## src/rtl/malt_pkg.sv

```systemverilog
// Shared types and constants for the motion activity level tracker.
package malt_pkg;

    localparam int HIST_DEPTH        = 6;
    localparam int DATA_W            = 8;
    localparam int CFG_IDX_W         = 2;
    localparam int WAKE_DELAY_DEF    = 30;
    localparam logic [3:0] LEVEL_MAX = 4'd15;

    localparam logic [CFG_IDX_W-1:0] REG_NOISE_FLOOR    = 2'd0;
    localparam logic [CFG_IDX_W-1:0] REG_WINDOW_LENGTH  = 2'd1;
    localparam logic [CFG_IDX_W-1:0] REG_MEASURE_PERIOD = 2'd2;

    typedef struct packed {
        logic [7:0] sample;
        logic       radio_busy;
    } t_in;

    typedef struct packed {
        logic [3:0] mobility_level;
        logic       measured;
    } t_out;

    typedef struct packed {
        logic [7:0] noise_floor;
        logic [7:0] window_length;
        logic [7:0] measure_period;
    } t_cfg;

    typedef struct packed {
        logic [HIST_DEPTH-1:0][7:0] peaks;
        logic [7:0]                 window_count;
        logic [7:0]                 window_min;
        logic [7:0]                 window_max;
        logic [7:0]                 countdown;
    } t_state;

endpackage

```

## src/rtl/motion_activity_level_tracker.sv

```systemverilog
// Top level of the motion activity level tracker: state, config registers, output skid.
//
// One request on the input channel is one system tick: an accelerometer sample
// and a radio-busy flag. Every tick produces exactly one result on the output
// channel: the mobility level (0..15) and a flag telling whether the tick
// took a measurement. Both channels are valid/ready.
// All state updates for a tick happen at the edge that accepts it; the result
// is registered at that same edge, and one tick can be accepted every cycle
// while the receiver keeps taking results.
// The output side has a main register and one skid register: a request is
// still taken while one finished result waits, and o_in_ready drops only
// when both hold results, i.e. after a request was taken while the receiver stalled.
// Configuration is a plain write port (enable, index, 8-bit data), applied
// at the edge where i_cfg_we is high; writes to unused indexes are dropped.
// Reset (synchronous, active low) clears the history and window registers and
// the output valid flags, loads the config registers with their defaults and
// the countdown with WAKE_DELAY.
module motion_activity_level_tracker
    import malt_pkg::*;
#(
    parameter int WAKE_DELAY = WAKE_DELAY_DEF
) (
    input  logic                 i_clk,
    input  logic                 i_rst_n,
    input  logic                 i_cfg_we,
    input  logic [CFG_IDX_W-1:0] i_cfg_index,
    input  logic [DATA_W-1:0]    i_cfg_data,
    input  logic                 i_in_valid,
    output logic                 o_in_ready,
    input  t_in                  i_in_data,
    output logic                 o_out_valid,
    input  logic                 i_out_ready,
    output t_out                 o_out_data
);

    t_cfg   r_cfg;
    t_state r_state;
    t_state n_state;
    t_out   n_result;
    t_out   r_out;
    t_out   r_skid;
    logic   r_out_valid;
    logic   r_skid_valid;
    logic   accept;
    logic   take;

    assign o_in_ready  = !r_skid_valid;
    assign accept      = i_in_valid && o_in_ready;
    assign take        = r_out_valid && i_out_ready;
    assign o_out_valid = r_out_valid;
    assign o_out_data  = r_out;

    malt_update u_update (
        .i_state  (r_state),
        .i_cfg    (r_cfg),
        .i_in     (i_in_data),
        .o_state  (n_state),
        .o_result (n_result)
    );

    always_ff @(posedge i_clk) begin
        if (!i_rst_n) begin
            r_cfg.noise_floor    <= 8'd0;
            r_cfg.window_length  <= 8'd90;
            r_cfg.measure_period <= 8'd3;
        end else if (i_cfg_we) begin
            unique case (i_cfg_index)
                REG_NOISE_FLOOR:    r_cfg.noise_floor    <= i_cfg_data;
                REG_WINDOW_LENGTH:  r_cfg.window_length  <= i_cfg_data;
                REG_MEASURE_PERIOD: r_cfg.measure_period <= i_cfg_data;
                default: ;
            endcase
        end
    end

    always_ff @(posedge i_clk) begin
        if (!i_rst_n) begin
            r_state.peaks        <= '0;
            r_state.window_count <= 8'd0;
            r_state.window_min   <= 8'd0;
            r_state.window_max   <= 8'd0;
            r_state.countdown    <= 8'(WAKE_DELAY);
        end else if (accept) begin
            r_state <= n_state;
        end
    end

    always_ff @(posedge i_clk) begin
        if (!i_rst_n) begin
            r_out_valid  <= 1'b0;
            r_skid_valid <= 1'b0;
        end else begin
            if (accept) begin
                if (!r_out_valid || i_out_ready) begin
                    r_out_valid <= 1'b1;
                end else begin
                    r_skid_valid <= 1'b1;
                end
            end else if (take) begin
                // skid drains into the main register, or the output empties
                r_out_valid  <= r_skid_valid;
                r_skid_valid <= 1'b0;
            end
        end
    end

    always_ff @(posedge i_clk) begin
        if (accept) begin
            if (!r_out_valid || i_out_ready) begin
                r_out <= n_result;
            end else begin
                r_skid <= n_result;
            end
        end else if (take && r_skid_valid) begin
            r_out <= r_skid;
        end
    end

    a_skid_needs_main: assert property (@(posedge i_clk) disable iff (!i_rst_n)
        r_skid_valid |-> r_out_valid)
        else $error("skid holds a result while main register is empty");

    a_countdown_dec: assert property (@(posedge i_clk) disable iff (!i_rst_n)
        (accept && r_state.countdown != 8'd0) |=>
            (r_state.countdown == $past(r_state.countdown) - 8'd1))
        else $error("countdown did not decrement on a waiting tick");

    a_window_closed: assert property (@(posedge i_clk) disable iff (!i_rst_n)
        (accept && n_result.measured && !i_cfg_we) |=>
            (r_state.window_count < r_cfg.window_length || r_cfg.window_length == 8'd0))
        else $error("window count reached window length without a history shift");

    a_meas_reload: assert property (@(posedge i_clk) disable iff (!i_rst_n)
        (accept && n_result.measured && !i_cfg_we) |=>
            (r_state.countdown == r_cfg.measure_period))
        else $error("countdown not reloaded after a measurement");

    a_stall_holds: assert property (@(posedge i_clk) disable iff (!i_rst_n)
        (r_out_valid && !i_out_ready) |=> (r_out_valid && $stable(r_out)))
        else $error("stalled result changed");

endmodule

```

## src/rtl/malt_update.sv

```systemverilog
// Per-tick next-state and result logic: measurement, peak raise, history shift, level.
module malt_update
    import malt_pkg::*;
(
    input  t_state i_state,
    input  t_cfg   i_cfg,
    input  t_in    i_in,
    output t_state o_state,
    output t_out   o_result
);

    logic       meas;
    logic       first;
    logic [7:0] cur_min;
    logic [7:0] cur_max;
    logic [7:0] span;
    logic [7:0] raised;
    logic       over_floor;
    logic [7:0] cnt_inc;
    logic [HIST_DEPTH-1:0][7:0] peaks_up;
    logic [HIST_DEPTH-1:0][7:0] peaks_nx;
    logic [8:0] sum;
    logic [6:0] quarter;

    assign meas  = (i_state.countdown == 8'd0) && !i_in.radio_busy;
    assign first = (i_state.window_count == 8'd0);

    always_comb begin
        cur_min = i_state.window_min;
        cur_max = i_state.window_max;
        if (first) begin
            cur_min = i_in.sample;
            cur_max = i_in.sample;
        end else begin
            if (i_in.sample < i_state.window_min) cur_min = i_in.sample;
            if (i_in.sample > i_state.window_max) cur_max = i_in.sample;
        end
    end

    assign span       = first ? 8'd0 : cur_max - cur_min;
    assign over_floor = span > i_cfg.noise_floor;
    assign raised     = span - i_cfg.noise_floor;
    assign cnt_inc    = i_state.window_count + 8'd1;

    always_comb begin
        for (int i = 0; i < HIST_DEPTH; i++) begin
            peaks_up[i] = (over_floor && raised > i_state.peaks[i]) ? raised : i_state.peaks[i];
        end
    end

    always_comb begin
        o_state  = i_state;
        peaks_nx = i_state.peaks;
        if (i_state.countdown != 8'd0) begin
            o_state.countdown = i_state.countdown - 8'd1;
        end else if (meas) begin
            o_state.countdown  = i_cfg.measure_period;
            o_state.window_min = cur_min;
            o_state.window_max = cur_max;
            if (cnt_inc >= i_cfg.window_length) begin
                // close the window: history ages by one slot, fresh zero at the front
                peaks_nx[0] = 8'd0;
                for (int i = 1; i < HIST_DEPTH; i++) begin
                    peaks_nx[i] = peaks_up[i-1];
                end
                o_state.window_count = 8'd0;
            end else begin
                peaks_nx             = peaks_up;
                o_state.window_count = cnt_inc;
            end
        end
        o_state.peaks = peaks_nx;
    end

    // weighted history: slot i contributes peak >> (i+1); total stays below 256
    always_comb begin
        sum = 9'd0;
        for (int i = 0; i < HIST_DEPTH; i++) begin
            sum = sum + {1'b0, peaks_nx[i] >> (i + 1)};
        end
    end

    assign quarter = sum[7:2] > 6'(LEVEL_MAX) ? 7'(LEVEL_MAX) : {1'b0, sum[7:2]};

    assign o_result.mobility_level = quarter[3:0];
    assign o_result.measured       = meas;

endmodule
```

## config.mk

```make
export PLATFORM = sky130hd
export DESIGN_NAME = motion_activity_level_tracker
export DESIGN_NICKNAME = d
export VERILOG_FILES = /design/src/rtl/malt_pkg.sv /design/src/rtl/motion_activity_level_tracker.sv /design/src/rtl/malt_update.sv
export SDC_FILE = /design/constraint.sdc
export NUM_CORES = 1
export LEC_CHECK = 0
export BUFFER_PORTS_ARGS = -buffer_cell sky130_fd_sc_hd__buf_2
export CORE_MARGIN = 2
export CORE_UTILIZATION = 30
export CTS_BUF_LIST = sky130_fd_sc_hd__clkbuf_2 sky130_fd_sc_hd__clkbuf_4 sky130_fd_sc_hd__clkbuf_8
export CTS_CLUSTER_SIZE = 40
export DETAILED_ROUTE_END_ITERATION = 16
export SLEW_MARGIN = 20
export SYNTH_ARGS = -nofsm -noshare
export SYNTH_HDL_FRONTEND = slang
export SYNTH_HIERARCHICAL = 1
export SYNTH_SLANG_ARGS = --single-unit
```

## constraint.sdc

```tcl
create_clock -name i_clk -period 12.5 [get_ports i_clk]
set_input_delay 1.25 -clock i_clk [delete_from_list [all_inputs] [get_ports i_clk]]
set_output_delay 1.25 -clock i_clk [all_outputs]
set_load 0.05 [all_outputs]
```

======== Word-level counts from Yosys, hierarchy flattened ========
Index checks and enable logic that the tools add are counted.
operators by class
  add/subtract/negate cells ............... 9
  $lt $le $gt $ge ......................... 11
  mux-type cells .......................... 27
  reductions and logical operators ........ 32
  bitwise gates (word level) .............. 2
  equality and inequality tests ........... 4
operators with widths
  cell                                                                              count
  48-bit two-way mux                                                                3
  8-bit two-way mux                                                                 14
  8-bit greater-than comparator                                                     8
  8-bit logical NOT                                                                 2
  2-bit AND reduction                                                               8
  8-bit subtractor                                                                  2
  5-bit two-way mux                                                                 3
  1-bit logical AND                                                                 10
  7-bit by 6-bit adder with 8-bit output                                            1
  8-bit by 1-bit adder with 8-bit output (second input constant)                    1
  8-bit by 2-bit adder with 8-bit output                                            1
  8-bit by 3-bit adder with 8-bit output                                            1
  8-bit by 4-bit adder with 8-bit output                                            1
  8-bit by 5-bit adder with 8-bit output                                            1
  8-bit >= comparator                                                               1
  8-bit < comparator                                                                1
  2-bit nonzero test                                                                4
  8-bit nonzero test                                                                1
  8-bit by 1-bit subtractor with 8-bit output (second input constant)               1
  6-bit by 4-bit greater-than comparator with 1-bit output (second input constant)  1
  1-bit two-way mux                                                                 6
  4-bit two-way mux                                                                 1
  4-bit AND reduction                                                               1
  1-bit logical NOT                                                                 3
  other kinds (8)                                                                   9
word-level totals
  logic and storage cells ................. 110
  flip-flop bits (word level) ............. 116
  input bits .............................. 24

======== Logic depth before layout (Yosys ltp) ========
Gate-level depths: netlist of run 1.
  depth after elaboration ................. 21
  mapped depth ............................ 50
  depth with buffers taken out ............ 48

======== Modules after synthesis ========
Netlist of run 1, hierarchy kept.
modules (own cells, without submodules)
  module                         seq. area each (um^2)  instances  cells an instance  area each (um^2)
  malt_update                    0.0                    1          816                5,540.3
  motion_activity_level_tracker  2,422.3                1          479                4,310.4

======== Least setup slack after synthesis of run 1 ========
No wires, ideal clock.
  kind .................................... input-to-reg
  from .................................... input port i_in_data[5] in the netlist's numbering
  to ...................................... register r_out, in the netlist o_out_data[3], data pin
  library setup time ...................... 0.252 ns
  arrival ................................. 9.914 ns
  slack ................................... 2.334 ns
  cell stages on the path ................. 44
  path buffers ............................ 2
  cells stage by stage .................... ha_1 a21o_1 a21oi_1 o221a_2 nor2_1 clkbuf_1 o21ai_0 ha_1 inv_1 a21oi_1 a2111oi_0 a21oi_1 and4b_1 a21oi_2 xnor2_1 nor2_1 ha_1 o21ai_0 (+8 left out) mux2i_1 nand2_1 nand3_1 o21ai_0 fa_1 fa_1 inv_1 fa_1 inv_1 ha_1 or3_1 a31oi_1 a41oi_2 nor4_1 a311o_1 o21ai_1 nand2_1 nand2_1
RTL lines
  item                  line                                  RTL
  from (decl)           motion_activity_level_tracker.sv:30   input t_in i_in_data,
  to (signal assigned)  motion_activity_level_tracker.sv:110  r_out <= n_result;
  to (signal assigned)  motion_activity_level_tracker.sv:115  r_out <= r_skid;
  to (decl)             motion_activity_level_tracker.sv:40   t_out r_out;

==> results.txt, run 1 <==
----------------------------------------------------
[Setup path]
  Data required time at the worst endpoint ... around 13 ns
  Crit. Startpoint ... i_in_data[3]
  Slowest cell on the critical path ... sky130_fd_sc_hd__o311ai_2
  Crit Path Category ... in -> reg
  Dominant cell type by count on the critical path ... sky130_fd_sc_hd__ha_1
  Max incr delay on CP ... 0.93 ns
  CP startpoint kind ... input port
  Sort of element at the end of the critical path ... register
  Worst Path Arrival ... about 11 ns
  Largest fanout on the critical path ... 13
  Worst reg2reg startpoint ... r_state[18]

[Route]
  Count of TritonRoute iterations in the first routing pass ... 5
  Initial DRC Count ... 634
  Vias post-DR ... 8989
  Number of routed nets with antenna violations ... 0
  Wirelength per Cell ... roughly 16 um
  # DRC ... 0
  Total routed wirelength ... approximately 27000 um
  Via density per instance ... 5.13

[Finish]
  N_diodes ... 0
  Register area ... 2420 sq um
  Most frequent cells in the layout ... sky130_fd_sc_hd__nand2_1 (284), sky130_fd_sc_hd__inv_1 (112), sky130_fd_sc_hd__dfxtp_1 (106)
  Layout area overhead ... 9.09%
  Fillers ... 3444
  Most frequent standard cell in the layout excluding fill and tap cells ... sky130_fd_sc_hd__nand2_1
  Share of post-route cells with drive strength above 1 ... 9.32%
  Final layout net count ... 1432
  Final core utilization ... about 33%
  Footprint of the multi-input gates ... 6680 sq um

[Synthesis]
  Sequential cell area fraction in the yosys report ... 24.6%
  Syn Std Cell Area ... 9850 sq um
  YS warnings ... 6
  Area fraction of the dominant cell type after synthesis ... between 20% and 30%
  Distinct cell type count after synthesis ... 77
  Total of flip-flops plus latches after synthesis ... 116
  Flip-flop cell with the highest count after synthesis ... sky130_fd_sc_hd__dfxtp_1
  Post-Synthesis Mean Instance Area ... 7.61 sq um
  Main combinational cell family by area after synthesis ... compound AO/OA/AOI/OAI gates
  Synth Area in XOR/XNOR ... 1.96%
  Synth area leader ... sky130_fd_sc_hd__dfxtp_1
  Compound-Gate Fraction of Synth Area ... 24.5%
  Multiplexer fraction of the synthesized cell area ... 4.75%
  Adder and majority gate portion of the synthesized area ... approximately 15%
  Simple logic cell fraction of the synthesized area ... roughly a fifth
  Number of flops mapped to enable cells by yosys ... 10
  Fraction of registers with async set or reset after synthesis ... 0%
  Post-Synthesis Cells ... 1295
  Cell types occupying the most area after synthesis ... sky130_fd_sc_hd__dfxtp_1 (22%), sky130_fd_sc_hd__ha_1 (12%), sky130_fd_sc_hd__nand2_1 (11%)
  Mapped Nets ... 1431

[Run]
  Total of max-cap violations ... 0

[Clock tree]
  Number of buffers inserted to repair setup after CTS ... 0
  Number of buffers on the longest clock path ... 2
  CTS tree ... yes
  Count of cells resized by post-cts repair ... 0
  H-tree level count ... 4
  Cts bufs inserted ... 17
  Sink count of the clock tree ... about 120
  Root buffer cell ... sky130_fd_sc_hd__clkbuf_8
  Clk_lat worst skew ... approximately 0.45 ns
  CTS Hold Buffers Added ... 0
  Clock slew at the register clock pins of the worst setup and hold paths ... 0.09 ns

[Global route]
  Initial antenna violation count ... 0
  Number of global-route vias before repair ... 8714
  Global-route usage over all layers ... 16.5%
  Pin count of the biggest net entering global routing ... 88
  Total congestion overflow ... 0
  First-pass GRT wire length ... approximately 45000 um

[Floorplan]
  Floorplan die height ... 185 um
  Number of rows in the core area ... 66
  Horizontal extent of the die ... 185 um
  Starting utilization of the core area ... 30.4%
  Area of the core ... 32500 sq um
  Area of the die ... 34300 sq um
  Top-level port count ... 31

[Timing]
  Time the worst path needs with I/O delays and setup ... 10.70 ns
  Setup repair after global routing missed its margin ... no
  Achievable Freq ... 93.5 MHz
  Final hold violations ... 0
  Min setup slack post-route ... 1.80 ns
  Slew at the pin closest to its max-slew limit ... 1.09 ns
  Rel. slew slack ... 27.3%
  Period utilisation layout ... 85.6%
  Final worst hold slack ... 0.460 ns
  Total count of max-transition violations in the final report ... 0
  Max Clock Skew ... between 0.02 and 0.025 ns
  Setup TNS Final ... 0 ns
  Setup violations, final ... 0

[Power]
  Leakage power ... 4.30 nW
  Final total power ... between 0.9 and 1 mW
  Pwr per Cell Area ... 90.8 nW/um^2
  Register share of total power ... around 40%
  Switching power share of the total ... 35.0%
  Portion of total power attributed to the clock network ... a little under two fifths
  Combinational share of power ... 23.5%
  Largest vdd supply drop ... approximately 0.053 mV
  Switching power of the nets ... 0.342 mW
  Internal Dissipation ... between 0.6 and 0.7 mW

[Hold path]
  Critical hold path startpoint ... r_state[65]
  Hold/Removal Path Class ... reg -> reg

[Placement]
  Worst Setup Slack post-DPL ... approximately 1.4 ns
  Routability congestion estimate ... 0.881
  Hpwl dp ... 19100 um
  Quantity of I/O buffers inserted on ports ... 30

[Run status]
  Outcome ... finished clean

----------------------------------------------------
[power by group through the flow]
stage / clock (mW) / combinational, mW / sequential [mW]
4_1_cts: 0.372 / 0.228 / 0.385
3_3_place_gp: 0 / 0.221 / 0.394
5_1_grt: 0.388 / 0.254 / 0.386
6_report: 0.361 / 0.229 / 0.385
3_5_place_dp: 0 / 0.226 / 0.394
2_1_floorplan: 0 / 0.162 / 0.398
[critical path, delay by kind of cell]
family	cells	cell delay, ns
buffers and inverters	4	0.60
xor gates and xnor gates	2	0.25
AOI/OAI and AO/OA	19	4.04
muxes	1	0.27
adders and majority gates	8	3.12
and+or+nand+nor	12	1.34
[Yosys cell counts (all sizes together) (7+ instances only)]
cell,number
nand2,285
inv,112
dfxtp,106
ha,98
o21ai,85
a21boi,81
a21oi,59
nor2,55
nand3,49
buf,37
mux2i,35
clkbuf,28
a21o,19
o22ai,16
fa,14
nor3,14
nor2b,13
o21a,13
xor2,13
nand4,12
a211oi,11
a22oi,11
edfxtp,10
nand2b,10
mux2,9
xnor2,9
a22o,8
o211ai,8
and3,7
[per-layer routing]
layer / part of all wire [%] / vias up / wire, um / track usage (%)
met5: 0 / - / 0 / 0
met3: 5.1 / 31 / 1390 / 3.03
met1: 47 / 4228 / 12700 / 21.6
met4: 1.6 / 0 / 444 / 4.83
met2: 47 / 217 / 12700 / 27.7
li1: - / 4513 / - / -
[layout make-up]
cell class	count	share of cell area, %
Clock buffer	17	2.18
Clock inverter	15	1.47
Inverter	113	3.95
Multi-Input combinational cell	1001	62.1
Sequential cell	116	22.5
Tap cell	442	5.15
Timing Repair Buffer	47	2.61
[through the flow]
| step | instances | instance area [sq um] |
|---|---|---|
| after floorplan | 1295 | 9850 |
| after global placement | 1719 | 10400 |
| after detailed placement | 1719 | 10400 |
| after CTS | 1751 | 10700 |
| after global routing | 1751 | 10700 |
| final | 1751 | 10700 |
[cells by family (layout without fill, tap and decap cells)]
logic type,count (synthesis),in the layout
simple gates,468,468
compound gates,354,354
buf+inv,178,192
flops,116,116
fa+ha+maj,113,113
mux,44,44
xor+xnor,22,22
[registers in the layout, summed over array words and instances (netlist names)]
| signal | flops |
|---|---|
| o_out_data | 5 |
| o_out_valid | 1 |
| r_cfg | 24 |
| r_skid | 5 |
| r_skid_valid | 1 |
| r_state | 80 |
[final timing paths]
| kind | end | depth (start not counted) | slack [ns] |
|---|---|---|---|
| worst min-delay path | r_state[65] | 2 | 0.46 |
| worst min register to register | r_state[65] | 2 | 0.46 |
| worst max-delay path | o_out_data[3] | 46 | 1.80 |
| worst max register to register | o_out_data[3] | 46 | 2.14 |
(Power assumes the default switching activity.)
==> run 2: changes to the inputs <==
CORE_UTILIZATION = 51   (was 30)
PLACE_DENSITY = 0.67   (was not set)
==> run 2 against run 1 <==
  * Clock power is 2% lower
  * Die area is 40% lower
  * Count of clock-buffer cells in the layout is 1 higher
  * Critical path type unchanged
  * Largest cell class unchanged
  * Highest routed layer unchanged
==> results.txt, run 2 (same netlist as run 1, synthesis figures left out) <==
----------------------------------------------------
[Timing]
  Slew at the pin closest to its max-slew limit ... around 1.1 ns
  Total count of max-transition violations in the final report ... 0
  Period utilisation layout ... 83.9%
  Rel. slew slack ... between 20% and 30%
  Setup TNS Final ... 0 ns
  Final worst hold slack ... between 0.4 and 0.5 ns
  Time the worst path needs with I/O delays and setup ... approximately 10 ns
  Setup violations, final ... 0
  Achievable Freq ... 95.3 MHz
  Max Clock Skew ... 0.0153 ns
  Setup repair after global routing missed its margin ... no
  Min setup slack post-route ... 2.01 ns
  Final hold violations ... 0

[Setup path]
  Sort of element at the end of the critical path ... register
  Worst Path Arrival ... roughly 11 ns
  Max incr delay on CP ... 0.60 ns
  Reg-to-Reg End ... o_out_data[1]
  Crit. Startpoint ... i_in_data[8]
  Critical path buffer and inverter count ... 4
  Dominant cell type by count on the critical path ... sky130_fd_sc_hd__a21oi_1
  Depth of the worst register-to-register path ... 48
  Crit Path Category ... in -> reg
  Data required time at the worst endpoint ... 12.71 ns
  CP startpoint kind ... input port
  Worst-case register-to-register setup slack ... 2.37 ns
  Worst reg2reg startpoint ... r_state[18]
  Largest fanout on the critical path ... 11
  Gate family responsible for the most delay along the worst path ... compound AO/OA/AOI/OAI gates
  Slowest cell on the critical path ... sky130_fd_sc_hd__fa_1

[Global route]
  First-pass GRT wire length ... 41900 um
  Initial antenna violation count ... 0
  Number of global-route vias before repair ... 8333
  Pin count of the biggest net entering global routing ... between 100 and 150
  Total congestion overflow ... 0
  Global-route usage over all layers ... 25.5%

[Clock tree]
  Root buffer cell ... sky130_fd_sc_hd__clkbuf_8
  Number of buffers inserted to repair setup after CTS ... 0
  Clk_lat worst skew ... between 0.4 and 0.5 ns
  CTS tree ... yes
  Sink count of the clock tree ... between 100 and 150
  Count of cells resized by post-cts repair ... 0
  H-tree level count ... 4
  Number of buffers on the longest clock path ... 2
  Cts bufs inserted ... 17
  CTS Hold Buffers Added ... 0
  Clock slew at the register clock pins of the worst setup and hold paths ... 0.08 ns

[Finish]
  Largest registers ... r_state x80, r_cfg x24
  Most frequent standard cell in the layout excluding fill and tap cells ... sky130_fd_sc_hd__nand2_1
  Register bank with the most flops ... r_state
  Flip-flop count of the largest register, all copies and words added ... 80
  Most frequent cells in the layout ... sky130_fd_sc_hd__nand2_1 (284), sky130_fd_sc_hd__inv_1 (112), sky130_fd_sc_hd__dfxtp_1 (106)
  Layout area overhead ... 7.00%
  N_diodes ... 0
  Share of post-route cells with drive strength above 1 ... 9.25%
  Final layout net count ... 1431

[Placement]
  Hpwl dp ... 17300 um
  Quantity of I/O buffers inserted on ports ... 30
  Routability congestion estimate ... 0.957
  Worst Setup Slack post-DPL ... 1.60 ns

[Floorplan]
  Area of the die ... 20400 sq um
  Area of the core ... 18800 sq um
  Top-level port count ... 31
  Floorplan die height ... 143 um
  Number of rows in the core area ... 50
  Starting utilization of the core area ... about 52%
  Horizontal extent of the die ... roughly 140 um

[Route]
  Total routed wirelength ... 24900 um
  Via density per instance ... 5.70
  # DRC ... 0
  Count of TritonRoute iterations in the first routing pass ... 6
  Number of routed nets with antenna violations ... 0
  Wirelength per Cell ... 15.9 um
  Initial DRC Count ... 674
  Vias post-DR ... 8933

[Hold path]
  Critical hold path startpoint ... r_state[65]
  Cell count of the worst hold path ... 2
  Hold/Removal Path Class ... reg -> reg
  Capture endpoint of the worst hold path ... r_state[65]

[Run status]
  Outcome ... finished clean

[Power]
  Leakage power ... 4.31 nW
  Largest vdd supply drop ... ~0.064 mV
  Pwr per Cell Area ... 91.8 nW/um^2

[Run]
  Total of max-cap violations ... 0

----------------------------------------------------
-- run 2: cell type report --
cell class	count	area [sq um]
inverter	113	424
sequential	116	2420
clock buffer	18	248
tap	260	325
clock inverter	14	143
timing repair buffer	46	293
fill	1784	8290
multi-input combinational	1001	6690
-- run 2: power breakdown --
group,switching [mW],total [mW],internal [mW]
Clock,0.186,0.354,0.168
Sequential,0.00441,0.385,0.381
Combinational,0.142,0.229,0.0872
Total,0.332,0.968,0.636
-- run 2: how the worst max path moves through the flow --
stage	end	slack (ns)	cells past startpoint
after global placement	o_out_data[3]	1.82	46
final	o_out_data[1]	2.01	48
after detailed placement	o_out_data[3]	1.60	46
after global routing	o_out_data[2]	1.29	49
after floorplan	o_out_data[3]	2.33	44
after CTS	o_out_data[3]	2.04	46
-- run 2: metal layers --
metal	global-route usage [%]	up-vias	wire length, um
met5	0	-	0
met4	5.99	0	246
met3	3.86	19	1400
met2	40.2	242	11100
met1	36.7	4169	12100
li1	-	4503	-
-- run 2: through the flow --
| step | util (%) | total power [mW] | std cells | area (sq um) |
|---|---|---|---|---|
| after floorplan | - | 0.559 | 1295 | 9850 |
| after global placement | 53.7 | 0.614 | 1535 | 10100 |
| after detailed placement | 53.7 | 0.616 | 1535 | 10100 |
| after CTS | 55.8 | 0.971 | 1567 | 10500 |
| after global routing | 56.0 | 1.02 | 1568 | 10500 |
| final | 56.0 | 0.968 | 1568 | 10500 |
-- run 2: tightest hold or removal path, delay by kind of cell, from the launching register on --
| family | cells | cell delay (ns) |
|---|---|---|
| flip-flops | 1 | 0.31 |
| AO/OA/AOI/OAI | 1 | 0.05 |
| AND/OR/NAND/NOR | 1 | 0.05 |
